$ cat src/hw/rtl/dtq_ram.sv
module dtq_ram #(
  parameter int WIDTH = 64,
  parameter int DEPTH = 16
) (
  input  logic                     clk,
  input  logic                     we,
  input  logic [$clog2(DEPTH)-1:0] waddr,
  input  logic [WIDTH-1:0]         wdata,
  input  logic [$clog2(DEPTH)-1:0] raddr,
  output logic [WIDTH-1:0]         rdata
);

  logic [WIDTH-1:0] mem [DEPTH];

  // write one word, read one word registered
  always_ff @(posedge clk) begin
    if (we) begin
      mem[waddr] <= wdata;
    end
    rdata <= mem[raddr];
  end

endmodule

$ cat config.mk
export PLATFORM = sky130hd
export DESIGN_NAME = dtq_ram
export DESIGN_NICKNAME = d
export VERILOG_FILES = /design/src/hw/rtl/dtq_ram.sv
export SDC_FILE = /design/constraint.sdc
export NUM_CORES = 1
export LEC_CHECK = 0
export BUFFER_PORTS_ARGS = -buffer_cell sky130_fd_sc_hd__clkbuf_2
export CORE_UTILIZATION = 35
export CTS_BUF_LIST = sky130_fd_sc_hd__clkbuf_2
export CTS_CLUSTER_DIAMETER = 50
export DETAILED_ROUTE_END_ITERATION = 8
export SETUP_SLACK_MARGIN = 0.1
export SLEW_MARGIN = 15
export SYNTH_ARGS = -nofsm -noshare
export SYNTH_HDL_FRONTEND = slang
export SYNTH_SLANG_ARGS = --single-unit
$ cat constraint.sdc
create_clock -name clk -period 19.2 [get_ports clk]
set_clock_uncertainty 0.15 [all_clocks]
set_input_delay 3.84 -clock clk [delete_from_list [all_inputs] [get_ports clk]]
set_output_delay 3.84 -clock clk [all_outputs]
set_load 0.005 [all_outputs]
# After elaboration in Yosys (flattened, before gate mapping)

Memory sizes are Yosys's and may differ from the RTL's. A register that Yosys moved wholly into a read port is not among the register bits.
Cells that the tools add are included.

Memory bits (read-only): 0
Memory bits (writable): 1024
Word-level logic and storage cells: 3
Memories kept: 1
Input bits: 74
Flip-flop bits (word level): 0
Latch bits: 0

Shift operators: 0
Reduce and logical (&&, ||, !) cells: 0
Multiply operators: 0
Mux-type cells: 2
Equal/unequal tests: 0
Div/mod/pow operators: 0
Magnitude comparators: 0
Bitwise gates (word level): 0
$add $sub $neg: 0

Memory list:

| memory | depth | width | rd ports | clocked after memory_dff | write ports | RTL line | text |
|---|---|---|---|---|---|---|---|
| mem    | 16    | 64    | 1        | 1                        | 1           | 13       | `logic [WIDTH-1:0] mem [DEPTH];` |

Operators by type and width:

| operator         | count |
|---|---|
| 2-to-1 mux 1 bit | 2 |

# Logic depth before layout (Yosys ltp)

Depth after elaboration: 2
Mapped depth: 6
Gate-level depth less buffers: 3

# Worst setup path before layout

Ideal clock, no wire load.

Path kind: input to register
From: input port waddr[2]
To: memory mem[0][0], enable pin
Slack: 9781 ps
Cell stages on the path: 2
Arrival: 8703 ps
Setup time: 565 ps
Cells stage by stage: or3b_2 -> nor3_1

RTL lines:

| what            | RTL line | text |
|---|---|---|
| start, declared | 7        | `input logic [$clog2(DEPTH)-1:0] waddr,` |
| end, declared   | 13       |  |

Straight into the memory's write port.

==> flow_summary.yaml <==
power_and_ir_drop:
  seqPwrFrac_pct: 61.0
  p_int_mw: 3.346
  sw_frac_of_total_pct: 23.59
  power_frac_clock_pct: 33.9
  leakagePower_nw: 14.69
  p_sw_mw: 1.033
  p_comb_share_pct: 5.1
  irDropWorstVdd_v: 0.00003634
  p_per_area_nw_per_um2: 98.22
die:
  rows: 123
  ioPinCount: 138
  start_util_pct: 35.23
  coreArea_sq_um: 112300
  die_x_um: 338.3
  die_h_um: 338.3
  dieArea_sq_um: 114400
logic_synthesis:
  syn_inst: 1647
  ys_types: 18
  synth_fp_nets: 1721
  synth_edf_count: 1024
  synth_largest_area_cell: "edfxtp_1"
  synth-main-ff-cell: "edfxtp_1"
  yosys_register_bits: 1088
  ys_warn_count: 0
  synthTopCellsByCount: "edfxtp_1, mux4_2, a22oi_1, nand2_1, dfxtp_1"
  async_reset_ff_share_pct: 0
  synth_top_area_share_pct: 77.69
  synth_area_leaders: "edfxtp_1, mux4_2, dfxtp_1, a22oi_1, nand2_1"
  synth_most_common_cell: "edfxtp_1"
  synth.avg_cell_area_sq_um: 24.03
  netlist_area_sq_um: 39580
  yosysSeqAreaShare_pct: 80.92
run:
  cap_violations: 0
global_route:
  track_usage_pct: 16.13
  grt_max_degree: 147
  grt_remaining_overflow: 0
  antenna_found_initial: 15
  grt_pass1_vias: 20574
  grt_pass1_wl_um: 133900
critical_path:
  required_ns: 20.25
  cp_max_fo: 105
  cp_slowest_stage_delay_ns: 0.91
  r2r_setup_slack_ns: 17.57
  worstPathCellList: "buf_8, buf_4, buf_12, buf_4, mux4_2, a22oi_1, nand2_1"
  cp-end-kind: "flop"
  cp_slowest_cell: "buf_4"
  crit_arrival_ns: 7.98
  cp-start-kind: "primary input"
  path_class: "primary input to flop"
  path_common_cell: "buf_4"
clock_tree:
  cts_tree: "yes"
  cts_num_sinks: 1088
  cts.path.max_buffers: 4
  cts_setup_buffers: 0
  ctsHoldBuffers: 0
  clk_pin_slew_ns: 0.10
  numCtsBuffers: 282
  cts_root_buf: "clkbuf_2"
  clk_latency_ns: 1.49
  post_cts_resized: 0
  htree_levels: 5
sta:
  fmax_mhz: 144.5
  period_needed_ns: 6.922
  rsz0062_at_grt: "no"
  hold_violations: 0
  worstMarginPinSlew_ns: 1.096
  timing.setup.tns_ns: 0
  drv_slew: 0
  min_period_over_period_pct: 36.05
  setup_viol: 0
  relSlewSlack_pct: 26.95
routing:
  wirelength_um: 92180
  wl_per_cell_um: 24.79
  vias: 19007
  drc_errors: 0
  dr.pass1.iters: 7
  drtIter0Drc: 1765
  antenna_left: 0
  via_per_inst: 5.111
layout:
  drive_above_1_share_pct: 40.32
  fin_cells: 3719
  nets: 2097
  area_growth_pct: 12.63
placement:
  portBuffers: 137
  finalWeightedCongestion: 0.7011
  hpwl_um: 44960
  place_inst: 3238
hold_path:
  hold_class: "flop to flop"
outcome:
  status: "finished, final reports clean"
-- state kept, by name, indices dropped and copies added, names as in the netlist --
signal / flops
mem: 1024
rdata: 64
-- per-stage QoR --
step / util [%] / hold slack (ns) / power, mW / area [sq um] / worst slack, ns
floorplan: - / 0.4849 / 2.847 / 39580 / 9.781
global placement: 37.52 / 0.5036 / 2.947 / 42150 / 10.79
detailed placement: 37.54 / 0.5091 / 2.956 / 42170 / 10.74
CTS: 39.64 / 0.4686 / 4.439 / 44530 / 12.28
global route: 39.68 / 0.4918 / 4.573 / 44580 / 11.89
finish: 39.68 / 0.4788 / 4.379 / 44580 / 12.28
-- cell usage in the layout, fill, tap and decap left out, types with 2 or more instances in the layout --
cell | synthesis | routed
a22oi_1 | 128 | 128
buf_12 | 0 | 3
buf_4 | 6 | 35
buf_8 | 0 | 2
bufinv_16 | 0 | 2
clkbuf_2 | 0 | 556
clkinv_1 | 0 | 33
clkinv_2 | 0 | 7
dfxtp_1 | 64 | 64
diode_2 | 0 | 9
edfxtp_1 | 1024 | 1024
inv_2 | 0 | 7
mux4_2 | 256 | 256
nand2_1 | 65 | 65
nand2b_1 | 2 | 2
nand3b_1 | 2 | 2
nor2_4 | 0 | 13
nor2b_4 | 0 | 2
nor3_2 | 0 | 4
-- logic make-up (layout without fill, tap and decap cells) --
family,after synthesis,in the layout,share of synthesized area [%]
flip-flops,1088,1088,80.92
buffers and inverters,84,647,1.141
AND/OR/NAND/NOR,91,91,0.9420
multiplexers,256,256,14.57
AO/OA/AOI/OAI,128,128,2.428
other,0,9,0
-- worst paths after layout --
path,startpoint,to,depth (start not counted)
worst max register to register,mem[10][19]$_DFFE_PP_,rdata[19]$_DFF_P_,3
worst min-delay path,mem[15][23]$_DFFE_PP_,rdata[23]$_DFF_P_,3
worst max-delay path,raddr[0],rdata[42]$_DFF_P_,7
worst min register to register,mem[15][23]$_DFFE_PP_,rdata[23]$_DFF_P_,3
-- layer usage --
| metal | routed length, um | GRT usage, % |
|---|---|---|
| met2 | 45490 | 26.20 |
| met3 | 6320 | 3.673 |
| met1 | 38230 | 21.14 |
| met5 | 103 | 0 |
| met4 | 2038 | 6.109 |
-- layout make-up --
class	instances	area, sq um
repair buffers	176	1056
flip-flops and latches	1088	32030
clock inverters	50	254.0
diodes	9	22.52
clock buffers	421	2107
well taps	1500	1877
fillers	10141	67760
multi-input cells	475	7234
-- critical path: cells and delay by family --
kind | cells | cell delay, ns
AOI/OAI and AO/OA | 1 | 0.19
muxes | 1 | 0.61
buffers and inverters | 4 | 2.94
and+or+nand+nor | 1 | 0.09
-- power by group through the flow --
stage	combinational, mW	clock [mW]	sequential [mW]
floorplan	0.126	0	2.72
global placement	0.222	0	2.73
detailed placement	0.228	0	2.73
CTS	0.228	1.54	2.67
global route	0.243	1.65	2.68
finish	0.223	1.48	2.67
(Power assumes the default switching activity.)
