### src/hw/rtl/dtq_pkg.sv
package dtq_pkg;

  localparam int TIMER_COUNT_DEF = 16;
  localparam int SLOT_W = 4;
  localparam int TIME_W = 64;

  localparam logic [TIME_W-1:0] TIME_MAX = '1;

  // command codes
  localparam logic [1:0] CMD_START   = 2'd0;
  localparam logic [1:0] CMD_CANCEL  = 2'd1;
  localparam logic [1:0] CMD_EXPIRE  = 2'd2;
  localparam logic [1:0] CMD_RESTART = 2'd3;

  // result kinds
  localparam logic [1:0] KIND_EXPIRED = 2'd0;
  localparam logic [1:0] KIND_ARM     = 2'd1;
  localparam logic [1:0] KIND_CANCEL  = 2'd2;

  // one queue entry held by a cell
  typedef struct packed {
    logic              v;
    logic [SLOT_W-1:0] slot;
    logic [TIME_W-1:0] dl;
  } entry_t;

  typedef enum logic [2:0] {
    OP_HOLD,
    OP_MARK,
    OP_BUBBLE,
    OP_INSERT,
    OP_POP
  } cell_op_t;

  // control word broadcast to every cell
  typedef struct packed {
    cell_op_t          op;
    logic [SLOT_W-1:0] key_slot;
    logic [TIME_W-1:0] key_dl;
  } cell_ctl_t;

endpackage

### src/hw/rtl/dtq_rem.sv
module dtq_rem
  import dtq_pkg::*;
(
  input  logic              clk,
  input  logic              rst,
  input  logic              go,
  input  logic [TIME_W-1:0] dividend,
  input  logic [TIME_W-1:0] divisor,
  output logic [TIME_W-1:0] rem,
  output logic              done
);

  logic [TIME_W-1:0]         dvd;
  logic [TIME_W-1:0]         dvs;
  logic [$clog2(TIME_W)-1:0] cnt;
  logic                      run;
  logic [TIME_W:0]           r_sh;

  // shift in the next dividend bit
  assign r_sh = {rem, dvd[TIME_W-1]};

  // restoring division, one quotient bit per cycle, remainder only
  always_ff @(posedge clk) begin
    if (rst) begin
      run  <= 1'b0;
      done <= 1'b0;
    end else begin
      done <= 1'b0;
      if (go) begin
        rem <= '0;
        dvd <= dividend;
        dvs <= divisor;
        cnt <= '0;
        run <= 1'b1;
      end else if (run) begin
        dvd <= dvd << 1;
        if (r_sh >= {1'b0, dvs}) begin
          rem <= TIME_W'(r_sh - {1'b0, dvs});
        end else begin
          rem <= r_sh[TIME_W-1:0];
        end
        cnt <= cnt + 1'b1;
        if (cnt == '1) begin
          run  <= 1'b0;
          done <= 1'b1;
        end
      end
    end
  end

endmodule

### config.mk
export PLATFORM = sky130hd
export DESIGN_NAME = dtq_rem
export DESIGN_NICKNAME = d
export VERILOG_FILES = /design/src/hw/rtl/dtq_pkg.sv /design/src/hw/rtl/dtq_rem.sv
export SDC_FILE = /design/constraint.sdc
export NUM_CORES = 1
export LEC_CHECK = 0
export ABC_AREA = 1
export ABC_CLOCK_PERIOD_IN_PS = 10300
export BUFFER_PORTS_ARGS = -buffer_cell sky130_fd_sc_hd__buf_4
export CAP_MARGIN = 25
export CORE_ASPECT_RATIO = 0.6
export CORE_MARGIN = 2
export CORE_UTILIZATION = 55
export CTS_BUF_LIST = sky130_fd_sc_hd__clkbuf_8
export CTS_CLUSTER_SIZE = 40
export DETAILED_ROUTE_END_ITERATION = 7
export HOLD_SLACK_MARGIN = 0.08
export PLACE_DENSITY = 0.8
export SLEW_MARGIN = 30
export SYNTH_ARGS = -nofsm -noshare
export SYNTH_HDL_FRONTEND = slang
export SYNTH_SLANG_ARGS = --single-unit
### constraint.sdc
create_clock -name clk -period 10.3 [get_ports clk]
set_input_delay 2.06 -clock clk [delete_from_list [all_inputs] [get_ports clk]]
set_output_delay 2.06 -clock clk [all_outputs]
set_load 0.01 [all_outputs]
# [Yosys cells after proc, flatten, opt, wreduce, memory -nomap -nowiden]
# Index checks and enable logic that the tools add are counted.
[op_classes] shift=0 add_sub_neg=2 order_cmp=1 reduce_logical=4 div_mod_pow=0 n_bitwise=2 n_mul=0 n_eq_ne=1 n_mux=9
[ops] op="$mux 64" count=4
[ops] op="$ge 65x64->1" count=1
[ops] op="$sub 64x64->64" count=1
[ops] op="$add 6x1->6 const B" count=1
[ops] op="$eq 6x6->1 const B" count=1
[ops] op="$mux 6" count=1
[ops] op="$mux 1" count=4
[ops] op="$reduce_and 2->1" count=2
[ops] op="$reduce_or 3->1" count=1
[ops] op="$not 1->1" count=2
[ops] op="$reduce_bool 2->1" count=1
[word_totals] mem_bits_ro=0 ff_bits=200 memories=0 wordCells=25 ramBits=0 inputBits=131 latch_bits=0

# [Logic depth before layout (Yosys ltp)]
[depth] depth_word=4 depth_mapped=17 mapped_depth_nobuf=17

# [Least setup slack after synthesis]
# OpenSTA, ideal clock, no wires.
[synth_path] path_kind="input port to flip-flop" from="in go" to="reg cnt[0] (enable)" stages=5 arrival_time_ns=9.049 setup_ns=0.673 path_slack_ns=0.578 t_required_ns=9.627 cell_sequence="clkbuf_1 > inv_2 > buf_2 > clkbuf_1 > a21oi_1"
[synth_via] elab_chain_len=2
[synth_rtl] item="start: declaration" line="dtq_rem.sv:6" source="input logic go,"
[synth_rtl] item="$reduce_bool 2->1 (no line)"
[synth_rtl] item="$reduce_and 2->1 (no line)"
[synth_rtl] item="end signal: assignment" line="dtq_rem.sv:42" source="cnt <= cnt + 1'b1;"
[synth_rtl] item="end: declaration" line="dtq_rem.sv:15" source="logic [$clog2(TIME_W)-1:0] cnt;"
# No other way between the ends.
# A chain may end at the register's enable or synchronous reset.

# [Worst setup path after layout]
[layout_path] from="in go" to="reg rem[23] (enable)"
[layout_via] elab_chain_len=2
[layout_rtl] item="$reduce_bool 2->1 (no line)"
[layout_rtl] item="$reduce_and 2->1 (no line)"
[layout_rtl] item="end signal: assignment" line="dtq_rem.sv:38" source="rem <= TIME_W'(r_sh - {1'b0, dvs});"
[layout_rtl] item="end signal: assignment" line="dtq_rem.sv:40" source="rem <= r_sh[TIME_W-1:0];"
[layout_rtl] item="end: declaration" line="dtq_rem.sv:9" source="output logic [TIME_W-1:0] rem,"
# No other way between the ends.

==> flow_summary_export.csv <==
group,metric,value,unit
logic_synthesis,synth_edf_count,198,
logic_synthesis,syn_area,14800,um^2
placement,port-buffer-count,195,
cells_and_area,num-fill-cells,2448,
route,vias,13636,
grt,grt_pass1_vias,11759,
critical_path,cp.required,10.45,ns
timing,setup_viol,0,
critical_path,end_kind,"register",
critical_path,cp_data_arrival_time,4.08,ns
route,firstDrtPassIters,6,
logic_synthesis,synth_top_area_share,0.403,
cts,cts-hold-fix-buffers,0,
cts,cts-resized-gates,0,
timing,rsz0062_at_grt,"false",
cells_and_area,nNetsFinal,2521,
cts,cts_tree,"built",
cts,cts_root_buf,"clkbuf_8",
placement,place_area,16500,um^2
cells_and_area,num_antenna_cells,0,
route,antenna_left,0,
logic_synthesis,synthTopCellsByArea,"edfxtp_1, nand2_1, inv_1",
timing,finClkSkew,0.0227,ns
logic_synthesis,ys_ff_latch,200,
critical_path,rr_startpoint,"rem[6]$_SDFFCE_PP0P_",
placement,hpwl,34.8,mm
route,dr.first_iter.drc_count,1908,
timing,fin_tns_setup,0,ns
worst_hold_path,holdCritStartpoint,"dvd[35]$_DFFE_PP_",
logic_synthesis,synth_fp_nets,2342,
timing,slew_headroom,0.366,
worst_hold_path,hp-class,"reg -> reg",
power_and_ir_drop,p_leak,9.29,nW
run,cap_violations,0,
floorplan,num_io_pins,196,
critical_path,critPathMaxFanout,71,
timing,finalWorstSetupSlack,6.37,ns
cts,post-cts-setup-buffers,0,
cts,clock-sinks,200,
grt,grt_use_total,0.317,
timing,finalHoldViolations,0,
critical_path,cp-start-kind,"primary input",
timing,tightest_slew,0.952,ns
timing,drv_slew,0,
logic_synthesis,syn_inst,2145,
timing,finalCritPeriodShare,0.382,
cts,clockBufferDepth,2,
power_and_ir_drop,peakVddDrop,0.000108,V
critical_path,startpoint,"go",
logic_synthesis,synth_async_sr_flop_share,0,
cells_and_area,final_area,16900,um^2
cts,clk_pin_slew_worst_paths,0.11,ns
grt,antenna_found_initial,0,
logic_synthesis,yosys_warnings,0,
logic_synthesis,synth_most_common_cell,"nand2_1",
critical_path,critical_path_class,"in -> reg",
cts,numCtsBuffers,17,
floorplan,die_x,215,um
cells_and_area,layout-drive-gt1-share,0.123,
grt,use_met2,0.416,
grt,grt_max_degree,72,
logic_synthesis,synth.top_cells.by_count,"nand2_1, inv_1, nor2_1, edfxtp_1, ha_1",
floorplan,core,26400,um^2
route,routed_wl,44.5,mm
route,wire_per_inst,16.5,um
grt,use_met1,0.513,
cts,ctsHtreeMaxLevel,4,
floorplan,initial_core_util,0.560,
cells_and_area,ff_latch_area,5990,um^2
cells_and_area,multiInputGateArea,6880,um^2
logic_synthesis,syn_avg_cell_area,6.88,um^2
floorplan,die_area,28200,um^2
placement,pre_cts_ws,5.17,ns
timing,period_minus_slack,3.93,ns
cells_and_area,area_growth,14.6,%
logic_synthesis,ys_seq_area_frac,0.406,
floorplan,chipHeight,131,um
outcome,status,"complete, no violations",
logic_synthesis,synth_top_flop_cell,"edfxtp_1",
logic_synthesis,synth.distinct_cells,37,
logic_synthesis,synth_top_cell_by_area,"edfxtp_1",
placement,gp_congestion,0.990,
grt,grt_overflow,0,
route,drc_errors,0,
cts,clk_latency,0.53,ns
timing,fmax,0.254,GHz
grt,gr-usage-met3,0.0799,
route,viasPerCell,5.06,
grt,grt_pass1_wl,67.2,mm
grt,top_usage_layer,"met1",
floorplan,num_rows,46,
power_and_ir_drop,power_density,147,nW/um^2
-- registers in the layout (all words and copies together), names as in the netlist --
name  flops
dvd      64
cnt       6
run       1
done      1
rem      64
dvs      64
-- worst max-delay path: stages --
cell and delay [ns]:
buf_4 0.51, inv_4 0.44, a21oi_4 0.24, buf_4 0.71
-- final cells by class --
type,instances,share of cell area
flip-flops and latches,200,0.354
repair buffers,200,0.0888
multi-input cells,1461,0.407
inverters,444,0.0988
clock buffers,17,0.0138
clock inverters,15,0.0112
well taps,360,0.0266
-- metal layers --
metal / vias to the layer above / part of all wire
met1: 6187 / 0.50
met4: 0 / 0.0058
met2: 584 / 0.39
met3: 20 / 0.11
met5: - / 0
li1: 6845 / -
-- placed cells by master (no fill, tap or decap), types with 8 or more instances in the layout --
cell type / instances
xor2_1: 29
nor2_1: 235
nand3_2: 29
nand3_1: 57
nor4_1: 8
a21oi_1: 43
inv_1: 438
edfxtp_1: 198
ha_1: 65
buf_4: 200
nor3_1: 12
clkbuf_8: 17
nand3b_1: 34
nand2_1: 899
-- power by group --
part           total (W)  switching [W]  internal [W]
clock network   0.000540       0.000350      0.000190
logic           0.000913       0.000606      0.000307
registers        0.00103      0.0000408      0.000988
-- stage by stage --
stage                     hold slack (ns)   util  total power [W]  cells
after detailed placement            0.494  0.625          0.00193   2665
after global placement              0.490  0.625          0.00192   2665
after CTS                           0.513  0.641          0.00247   2697
after floorplan                     0.487      -          0.00164   2145
final                               0.514  0.642          0.00248   2697
after global routing                0.543  0.642          0.00262   2697
-- worst paths after layout --
check | end | slack (ns) | cells after the start
worst max-delay path | rem[23]$_SDFFCE_PP0P_ | 6.37 | 4
worst min-delay path | dvd[36]$_DFFE_PP_ | 0.51 | 2
worst max register to register | rem[50]$_SDFFCE_PP0P_ | 6.88 | 15
worst min register to register | dvd[36]$_DFFE_PP_ | 0.51 | 2
-- kinds of logic after synthesis --
kind of cell | share of synthesized area
compound gates | 0.0192
xor+xnor | 0.0184
fa+ha+maj | 0.0565
buf+inv | 0.130
flops | 0.406
simple gates | 0.370
(Power assumes the default switching activity.)
