### src/hw/rtl/dtq_pkg.sv
package dtq_pkg;

  localparam int TIMER_COUNT_DEF = 16;
  localparam int SLOT_W = 4;
  localparam int TIME_W = 64;

  localparam logic [TIME_W-1:0] TIME_MAX = '1;

  // command codes
  localparam logic [1:0] CMD_START   = 2'd0;
  localparam logic [1:0] CMD_CANCEL  = 2'd1;
  localparam logic [1:0] CMD_EXPIRE  = 2'd2;
  localparam logic [1:0] CMD_RESTART = 2'd3;

  // result kinds
  localparam logic [1:0] KIND_EXPIRED = 2'd0;
  localparam logic [1:0] KIND_ARM     = 2'd1;
  localparam logic [1:0] KIND_CANCEL  = 2'd2;

  // one queue entry held by a cell
  typedef struct packed {
    logic              v;
    logic [SLOT_W-1:0] slot;
    logic [TIME_W-1:0] dl;
  } entry_t;

  typedef enum logic [2:0] {
    OP_HOLD,
    OP_MARK,
    OP_BUBBLE,
    OP_INSERT,
    OP_POP
  } cell_op_t;

  // control word broadcast to every cell
  typedef struct packed {
    cell_op_t          op;
    logic [SLOT_W-1:0] key_slot;
    logic [TIME_W-1:0] key_dl;
  } cell_ctl_t;

endpackage

### src/hw/rtl/dtq_cell.sv
module dtq_cell
  import dtq_pkg::*;
(
  input  logic      clk,
  input  logic      rst,
  input  cell_ctl_t ctl,
  input  entry_t    left,
  input  logic      left_after,
  input  entry_t    right,
  output entry_t    ent,
  output logic      after
);

  entry_t ent_next;

  // new key goes behind this entry when this entry is due no later
  assign after = ent.v && (ent.dl <= ctl.key_dl);

  always_comb begin
    ent_next = ent;
    unique case (ctl.op)
      OP_HOLD: ent_next = ent;
      OP_MARK: begin
        if (ent.v && ent.slot == ctl.key_slot) ent_next.v = 1'b0;
      end
      // move a hole one place toward the tail
      OP_BUBBLE: begin
        if (!ent.v && right.v) begin
          ent_next = right;
        end else if (ent.v && !left.v) begin
          ent_next.v = 1'b0;
        end
      end
      OP_INSERT: begin
        if (after) begin
          ent_next = ent;
        end else if (left_after) begin
          ent_next.v    = 1'b1;
          ent_next.slot = ctl.key_slot;
          ent_next.dl   = ctl.key_dl;
        end else begin
          ent_next = left;
        end
      end
      OP_POP: ent_next = right;
      default: ent_next = ent;
    endcase
  end

  always_ff @(posedge clk) begin
    if (rst) begin
      ent.v <= 1'b0;
    end else begin
      ent <= ent_next;
    end
  end

endmodule

### config.mk
export PLATFORM = sky130hd
export DESIGN_NAME = dtq_cell
export DESIGN_NICKNAME = d
export VERILOG_FILES = /design/src/hw/rtl/dtq_pkg.sv /design/src/hw/rtl/dtq_cell.sv
export SDC_FILE = /design/constraint.sdc
export NUM_CORES = 1
export LEC_CHECK = 0
export BUFFER_PORTS_ARGS = -buffer_cell sky130_fd_sc_hd__clkbuf_2
export CAP_MARGIN = 20
export CORE_UTILIZATION = 46
export CTS_CLUSTER_SIZE = 30
export DETAILED_ROUTE_END_ITERATION = 8
export HOLD_SLACK_MARGIN = 0.15
export PLACE_DENSITY = 0.8
export SLEW_MARGIN = 20
export SYNTH_ARGS = -nofsm -noshare
export SYNTH_HDL_FRONTEND = slang
export SYNTH_SLANG_ARGS = --single-unit
export TNS_END_PERCENT = 10
### constraint.sdc
create_clock -name clk -period 8.8 [get_ports clk]
set_clock_uncertainty 0.1 [all_clocks]
set_input_delay 0.88 -clock clk [delete_from_list [all_inputs] [get_ports clk]]
set_output_delay 0.88 -clock clk [all_outputs]
set_load 0.005 [all_outputs]
After elaboration in Yosys (flattened, before gate mapping)
Cells that the tools add are included.
- latch bits: 0
- memories kept: 0
- output and inout port bits: 70
- bits of input ports: 212
- memory bits (writable): 0
- flip-flop bits (word level): 69
- bits in read-only memories: 0
- add/sub/neg operators: 0
- multiplexer cells: 8
- bitwise gates (word level): 1
- equal/unequal tests: 9
- multiply operators: 0
- magnitude comparators: 1
- div/mod/pow operators: 0
- shift operators: 0
- reductions and logical operators: 10
- operators with widths (kind ; count):
    $pmux W68 S3 ; 1
    $mux W69 ; 2
    $mux W68 ; 1
    $le A64 B64 Y1 ; 1
    $reduce_and A4 Y1 ; 2
    $eq A3 B2 Y1 const B ; 2
    $ne A2 B2 Y1 const B ; 3
    $eq A4 B4 Y1 ; 1
    $logic_and A1 B1 Y1 ; 4
    $pmux W1 S4 ; 1
    $reduce_bool A4 Y1 ; 1
    $eq A3 B1 Y1 const B ; 1
    $eq A3 B3 Y1 const B ; 1
    $mux W1 ; 3
    $ne A3 B3 Y1 const B ; 1
    $reduce_bool A3 Y1 ; 1
    $logic_not A1 Y1 ; 2
    $not A1 Y1 ; 1

Longest topological paths before layout
Gate-level depths: netlist of run 1.
- depth after elaboration: 5
- depth in mapped cells: 10
- depth with buffers taken out: 10

Worst setup path before layout of run 1
OpenSTA, ideal clock, no wires.
- path type: input to register
- start point: input port ctl[62] in the netlist's numbering
- end point: register ent[0] in the netlist's numbering, enable pin
- arrival time: 7.129 ns
- required time: 8.122 ns
- setup slack: 0.992 ns
- setup time: 0.578 ns
- stages on the path: 10
- buffers on the path: 0
- cells stage by stage: inv_1 ha_1 nand4_1 nor4_2 and4b_1 nand4_1 o2111a_1 a21oi_1 nor2_1 nor3_1
- longest elaborated chain between the ends: 4
- ends and longest elaborated chain (element ; RTL line ; RTL):
    from (decl) ; dtq_cell.sv:6 ; input cell_ctl_t ctl,
    $le A64 B64 Y1 ; dtq_cell.sv:17 ; assign after = ent.v && (ent.dl <= ctl.key_dl);
    $logic_and A1 B1 Y1 ; dtq_cell.sv:17 ;
    $ne A2 B2 Y1 (no source line) ; n/a ;
    $reduce_and A4 Y1 (no source line) ; n/a ;
    to (signal assigned) ; dtq_cell.sv:54 ; ent <= ent_next;
    to (decl) ; dtq_cell.sv:10 ; output entry_t ent,
Every way passes these cells.
A chain may end at the register's enable or synchronous reset.

Final worst setup path of run 1
- start point: input port ctl[46] in the netlist's numbering
- end point: output port after
- longest elaborated chain between the ends: 2
- ends and longest elaborated chain (element ; RTL line ; RTL):
    $le A64 B64 Y1 ; dtq_cell.sv:17 ;
    $logic_and A1 B1 Y1 ; dtq_cell.sv:17 ;
    to (decl) ; dtq_cell.sv:11 ; output logic after
Every way passes these cells.

==> reports/metrics.cfg, run 1 <==
[sta]
clock.fmax_ghz=0.250
drv_slew=0
rsz0062_at_grt=false
fin_crit_sh_pct=45.5
hold_violations=0
setup_violations=0
fin_crit_ns=4.01
holdWs_ns=0.568
tightestPinTransition_ns=0.667
tns_ns=0
slew-limit-headroom_pct=55.4

[synth]
synth-edff-count=68
ys_ff_latch=69
yosysTopAreaCell=edfxtp_1
synth_top_area_share_pct=39.2
syn_area_um2=5200
async_flop_share_pct=0
postSynthCellCount=556
synth-main-ff-cell=edfxtp_1
synth_most_common_cell=nand2_1
syn_nets=832
ys_top_cells_by_count=nand2_1 (87), o21ai_0 (72), edfxtp_1 (68), inv_1 (68), mux2i_1 (68)
synth.area.top_cells=edfxtp_1 (39%), ha_1 (15%), mux2i_1 (13%)
ys_seq_area_share_pct=39.6
avgSynthCellArea_um2=9.36
ys_warn_count=0
yosysUniqueCellTypes=37

[detailed_routing]
ant_nets=0
drt_first_pass_iters=4
vias_per_cell=5.08
routed_wl_mm=14.3
dr_total_vias=4945
drt_iter0_markers=165
wl_per_cell_um=14.7
drc_errors=0

[min_path]
hp-class=flop to flop
hold_end=ent[68]
holdPathStages=3
min-delay-start=ent[68]

[critical_path]
start_kind=input port
cp_data_arrival_time_ns=3.03
crit_required_ns=7.82
cp-end-kind=output pin
ff2ff_path_depth=10
critPathKind=input port to output pin
r2r_slack_ns=5.25
r2r_start=ent[45]
r2r_end=ent[22]
crit_fanout=3

[power]
pwr_density_cell_nw_per_um2=134
total_power_uw=940
ir_drop_mv=0.0841
leakagePower_nw=3.77

[grt]
gr-total-overflow=0
antenna_found_initial=0
grt_max_degree=138
grt_pass1_wl_mm=21.5
grt_usage_pct=23.9
grt_pass1_vias=4635

[die]
start_util_pct=47.6
die_x_um=108
ioPinCount=282
row_count=38
dieArea_um2=11700
die_h_um=108
core_um2=10900

[clocking]
cts_buffer_depth=2
htree_levels=3
cts_tree=done
cts-buffers-inserted=9
post_cts_buffers=0
insertion_delay_ns=0.32
clk_pin_slew_ns=0.05
cts_resized=0
postCtsHoldBufs=0
cts_root_buf=clkbuf_16
cts_sinks=69

[final_layout]
diodes=0
final_cell_area_um2=7040
area.growth.synth_to_final_pct=35.2
layout.nets=1104
largest_reg_flops=69
fin_cells=973
layout-drive-gt1-share_pct=36.3
regMostFlops=ent
reg.largest.list=ent x69

[place]
place_area_um2=6740
gp_congestion=0.869
io_buffer_count=281
dp_hpwl_mm=11.5
dp.cells=957

[job]
max_cap_violations=0

[outcome]
outcome=completed

==> critical path, stage by stage <==
cell and delay [ns]:
clkbuf_2 0.09, inv_1 0.04, ha_1 0.31, nand4_1 0.12, nor3_1 0.42, and4b_1 0.32, nand4_1 0.14, o2111a_1 0.29
a21oi_1 0.23, nor2_1 0.06, clkbuf_2 0.12
==> where the power goes <==
part	leakage (nW)	switching, mW	total [mW]	internal [mW]
clock	0.135	0.138	0.355	0.217
combinational	3.00	0.101	0.195	0.0939
sequential	0.636	0.00819	0.390	0.381
total	3.77	0.247	0.940	0.693
==> per-layer routing <==
| layer | GRT usage, % | wire length (um) | vias up |
|---|---|---|---|
| li1 | - | - | 2539 |
| met1 | 28.2 | 6000 | 2201 |
| met4 | 8.78 | 286 | 0 |
| met2 | 43.7 | 7250 | 181 |
| met5 | 0 | 0 | - |
| met3 | 3.38 | 768 | 24 |
==> final cells by class <==
cell class | instances | area, um2
well taps | 140 | 175
repair buffers | 284 | 1430
multi-input cells | 396 | 2820
fillers | 959 | 3900
flip-flops and latches | 69 | 2060
clock buffers | 9 | 225
clock inverters | 7 | 66.3
inverters | 68 | 255
==> worst max path at each step <==
stage / start / end / slack (ns) / cells after the start
after floorplan: ctl[62] / ent[0] / 0.99 / 10
after global placement: ctl[45] / ent[21] / 4.80 / 12
after detailed placement: ctl[46] / ent[27] / 4.69 / 12
after CTS: ctl[46] / after / 4.78 / 11
after global routing: ctl[45] / after / 4.60 / 11
final: ctl[46] / after / 4.79 / 11
==> kinds of logic after synthesis <==
group / share of synthesized area, %
AND/OR/NAND/NOR: 11.6
buffers and inverters: 6.59
XOR/XNOR: 0.673
adder cells (fa/ha/maj): 15.4
flip-flops: 39.6
AO/OA/AOI/OAI: 13.0
multiplexers: 13.1
==> placed cells by master (no fill, tap or decap), types with 3 or more instances in the layout <==
master / netlist / layout
clkbuf_2: 0 / 280
nand2_1: 87 / 86
o21ai_0: 72 / 72
inv_1: 68 / 68
mux2i_1: 68 / 68
edfxtp_1: 68 / 68
ha_1: 64 / 64
a21oi_1: 33 / 33
nand4_1: 14 / 14
nor2_1: 10 / 10
clkbuf_16: 0 / 9
nand3_1: 8 / 8
nor3_1: 7 / 6
xor2_1: 4 / 4
buf_4: 0 / 4
clkinvlp_4: 0 / 3
==> metrics by stage <==
stage          utilization [%]  setup WS, ns
2_1_floorplan                -         0.992
3_3_place_gp              61.6          4.80
3_5_place_dp              61.6          4.69
4_1_cts                   64.3          4.78
5_1_grt                   64.3          4.60
6_report                  64.3          4.79
Note: power is estimated with default switching activity, not from simulation.
==> run 2: changes to the inputs <==
ABC_AREA = 1   (was unset)
PLACE_DENSITY = 0.79   (was 0.8)
clock period = 4.15 ns   (was 8.8 ns; I/O delays follow)
==> reports/metrics.cfg, run 2 <==
[die]
core_um2=11400  ; was 10900 um2
ioPinCount=282  ; unchanged
start_util_pct=47.1  ; was 47.6%
die_x_um=110  ; was 108 um
die_h_um=110  ; was 108 um
dieArea_um2=12100  ; was 11700 um2
row_count=39  ; was 38

[synth]
ys_seq_area_share_pct=38.5  ; was 39.6%
synth-edff-count=68  ; unchanged
async_flop_share_pct=0  ; unchanged
ys_ff_latch=69  ; unchanged
synth_simple_gate_area_share_pct=19.5  ; was 11.6%
synth_top_family_by_area=simple AND/OR/NAND/NOR gates  ; was adder cells
synth.area.mux_share_pct=0.187  ; was 13.1%
postSynthCellCount=707  ; was 556
yosysTopAreaCell=edfxtp_1  ; unchanged
synth_most_common_cell=nand2_1  ; unchanged
synth-main-ff-cell=edfxtp_1  ; unchanged
synth.area.top_cells=edfxtp_1 (38%), ha_1 (15%), nand2_1 (11%)  ; was edfxtp_1 (39%), ha_1 (15%), mux2i_1 (13%)
syn_nets=983  ; was 832
synth_top_area_share_pct=38.1  ; was 39.2%
yosysUniqueCellTypes=25  ; was 37
synth-compound-area-share_pct=17.3  ; was 13.0%
avgSynthCellArea_um2=7.58  ; was 9.36 um2
ys_warn_count=0  ; unchanged
syn_area_um2=5360  ; was 5200 um2
ys_top_cells_by_count=nand2_1 (154), a21oi_1 (98), inv_1 (97)  ; was nand2_1 (87), o21ai_0 (72), edfxtp_1 (68), inv_1 (68), mux2i_1 (68)
synthXorXnorAreaFrac_pct=0.163  ; was 0.673%
synth-adder-area-share_pct=14.9  ; was 15.4%

[power]
pwr_density_cell_nw_per_um2=274  ; was 134 nW/um2
leakagePower_nw=3.82  ; was 3.77 nW
total_power_mw=1.95  ; was 940 uW
ir_drop_mv=0.152  ; was 0.0841 mV

[critical_path]
crit_required_ns=4.05  ; was 7.82 ns
crit_top_cell=nand2_1
start_kind=flop  ; was input port
slowest_delay_ns=0.39  ; was 0.42 ns
crit_chain=ha_1 > nand2_1 > inv_1 > nand2_1 > nor2_2 > nand2_1 > nor2_2 > nand2_1 > nand2_1 > o21bai_1 > nand2_1 > nand2_1 > nand3_2 > nand2_1 > inv_2 > buf_4  ; was clkbuf_2 > inv_1 > ha_1 > nand4_1 > nor3_1 > and4b_1 > nand4_1 > o2111a_1 > a21oi_1 > nor2_1 > clkbuf_2
critPathSlowestCell=edfxtp_1  ; was nor3_1
crit_fanout=19  ; was 3
cp-end-kind=flop  ; was output pin
cp_data_arrival_time_ns=2.70  ; was 3.03 ns
critPathKind=flop to flop  ; was input port to output pin

[sta]
fin_crit_sh_pct=67.4
final_critical_path_setup_slack_ns=1.35  ; was 4.79 ns
tns_ns=0  ; unchanged
tightestPinTransition_ns=0.833  ; was 0.667 ns
rsz0062_at_grt=false  ; unchanged
hold_violations=0  ; unchanged
slew-limit-headroom_pct=44.5  ; was 55.4%
drv_slew=0  ; unchanged
clock.fmax_ghz=0.357
setup_violations=0  ; unchanged
fin_crit_ns=2.80

[final_layout]
final_cell_area_um2=7120  ; was 7040 um2
nFillCells=1038  ; was 959
largest_reg_flops=69  ; unchanged
layout-drive-gt1-share_pct=31.2  ; was 36.3%
fin_cells=1121  ; was 973
regMostFlops=ent  ; unchanged
final_cell_mix=clkbuf_2 (280), nand2_1 (154), a21oi_1 (98)  ; was clkbuf_2 (280), nand2_1 (86), o21ai_0 (72)
layout.nets=1249  ; was 1104
final_common_cell=clkbuf_2  ; unchanged
area.growth.synth_to_final_pct=32.9  ; was 35.2%
diodes=0  ; unchanged
reg.largest.list=ent x69  ; unchanged

[place]
io_buffer_count=281  ; unchanged
place_area_um2=6860  ; was 6740 um2
dp_hpwl_mm=11.7  ; was 11.5 mm
dp.cells=1105  ; was 957
gp_congestion=0.802  ; was 0.869
post-place-ws_ns=1.22  ; was 4.69 ns

[clocking]
insertion_delay_ns=0.33  ; was 0.32 ns
cts_root_buf=clkbuf_16  ; unchanged
postCtsHoldBufs=0  ; unchanged
cts_resized=0  ; unchanged
cts_tree=done  ; unchanged
htree_levels=3  ; unchanged
post_cts_buffers=0  ; unchanged
cts-buffers-inserted=9  ; unchanged
cts_buffer_depth=2  ; unchanged
clk_pin_slew_ns=0.05  ; about the same
cts_sinks=69  ; unchanged

[detailed_routing]
drt_first_pass_iters=6  ; was 4
dr_total_vias=5426  ; was 4945
drt_iter0_markers=219  ; was 165
vias_per_cell=4.84  ; was 5.08
wl_per_cell_um=13.0  ; was 14.7 um
drc_errors=0  ; unchanged
ant_nets=0  ; unchanged
routed_wl_mm=14.6  ; was 14.3 mm

[grt]
grt_pass1_vias=4941  ; was 4635
grt_max_degree=137  ; was 138
gr-total-overflow=0  ; unchanged
antenna_found_initial=0  ; unchanged
grt_usage_pct=24.0  ; was 23.9%
grt_pass1_wl_mm=22.2  ; was 21.5 mm

[job]
max_cap_violations=0  ; unchanged

[outcome]
outcome=completed  ; unchanged

[min_path]
hp-class=input port to flop  ; was flop to flop

[run 2: power breakdown]
group	internal (mW)	switching [mW]	leakage (nW)
registers	0.811	0.0185	0.634
clock network	0.420	0.269	0.131
logic	0.197	0.235	3.05
total	1.43	0.523	3.82
[run 2: layout make-up]
type | count | area [um2] | share of cell area [%]
clock buffer | 14 | 254 | 3.57
clock inverter | 2 | 10.0 | 0.141
inverter | 97 | 364 | 5.11
multi-input combinational | 511 | 2800 | 39.3
sequential | 69 | 2060 | 28.9
tap | 143 | 179 | 2.51
timing repair buffer | 285 | 1460 | 20.4
[run 2: stage by stage]
stage               utilization [%]  hold slack [ns]
finish                         62.6            0.248
global route                   62.6            0.260
CTS                            62.6            0.240
detailed placement             60.3            0.405
global placement               60.3            0.409
floorplan                         -            0.386
[run 2: final timing paths]
path                               from  endpoint  slack, ns  depth (start not counted)
worst max-delay path            ent[31]    ent[3]       1.35                         16
worst min-delay path                rst   ent[68]       0.25                          3
worst min register to register  ent[68]   ent[68]       0.41                          2
worst max register to register  ent[31]    ent[3]       1.35                         16
[run 2: cell families after synthesis]
family / after synthesis
buf+inv: 127
simple gates: 264
flops: 69
xor+xnor: 1
fa+ha+maj: 64
compound gates: 181
mux: 1
[run 2: metal layers]
metal | wire length [um] | vias to the layer above | GRT usage (%)
met4 | 315 | 0 | 8.48
met5 | 0 | - | 0
met1 | 6220 | 2354 | 28.4
li1 | - | 2883 | -
met2 | 7330 | 167 | 43.3
met3 | 721 | 22 | 3.97
[run 2: critical path: cells and delay by family (launching register included)]
family | cells | cell delay (ns)
AO/OA/AOI/OAI | 1 | 0.06
flip-flops | 1 | 0.39
buffers and inverters | 3 | 0.66
AND/OR/NAND/NOR | 11 | 0.95
adder cells (fa/ha/maj) | 1 | 0.32
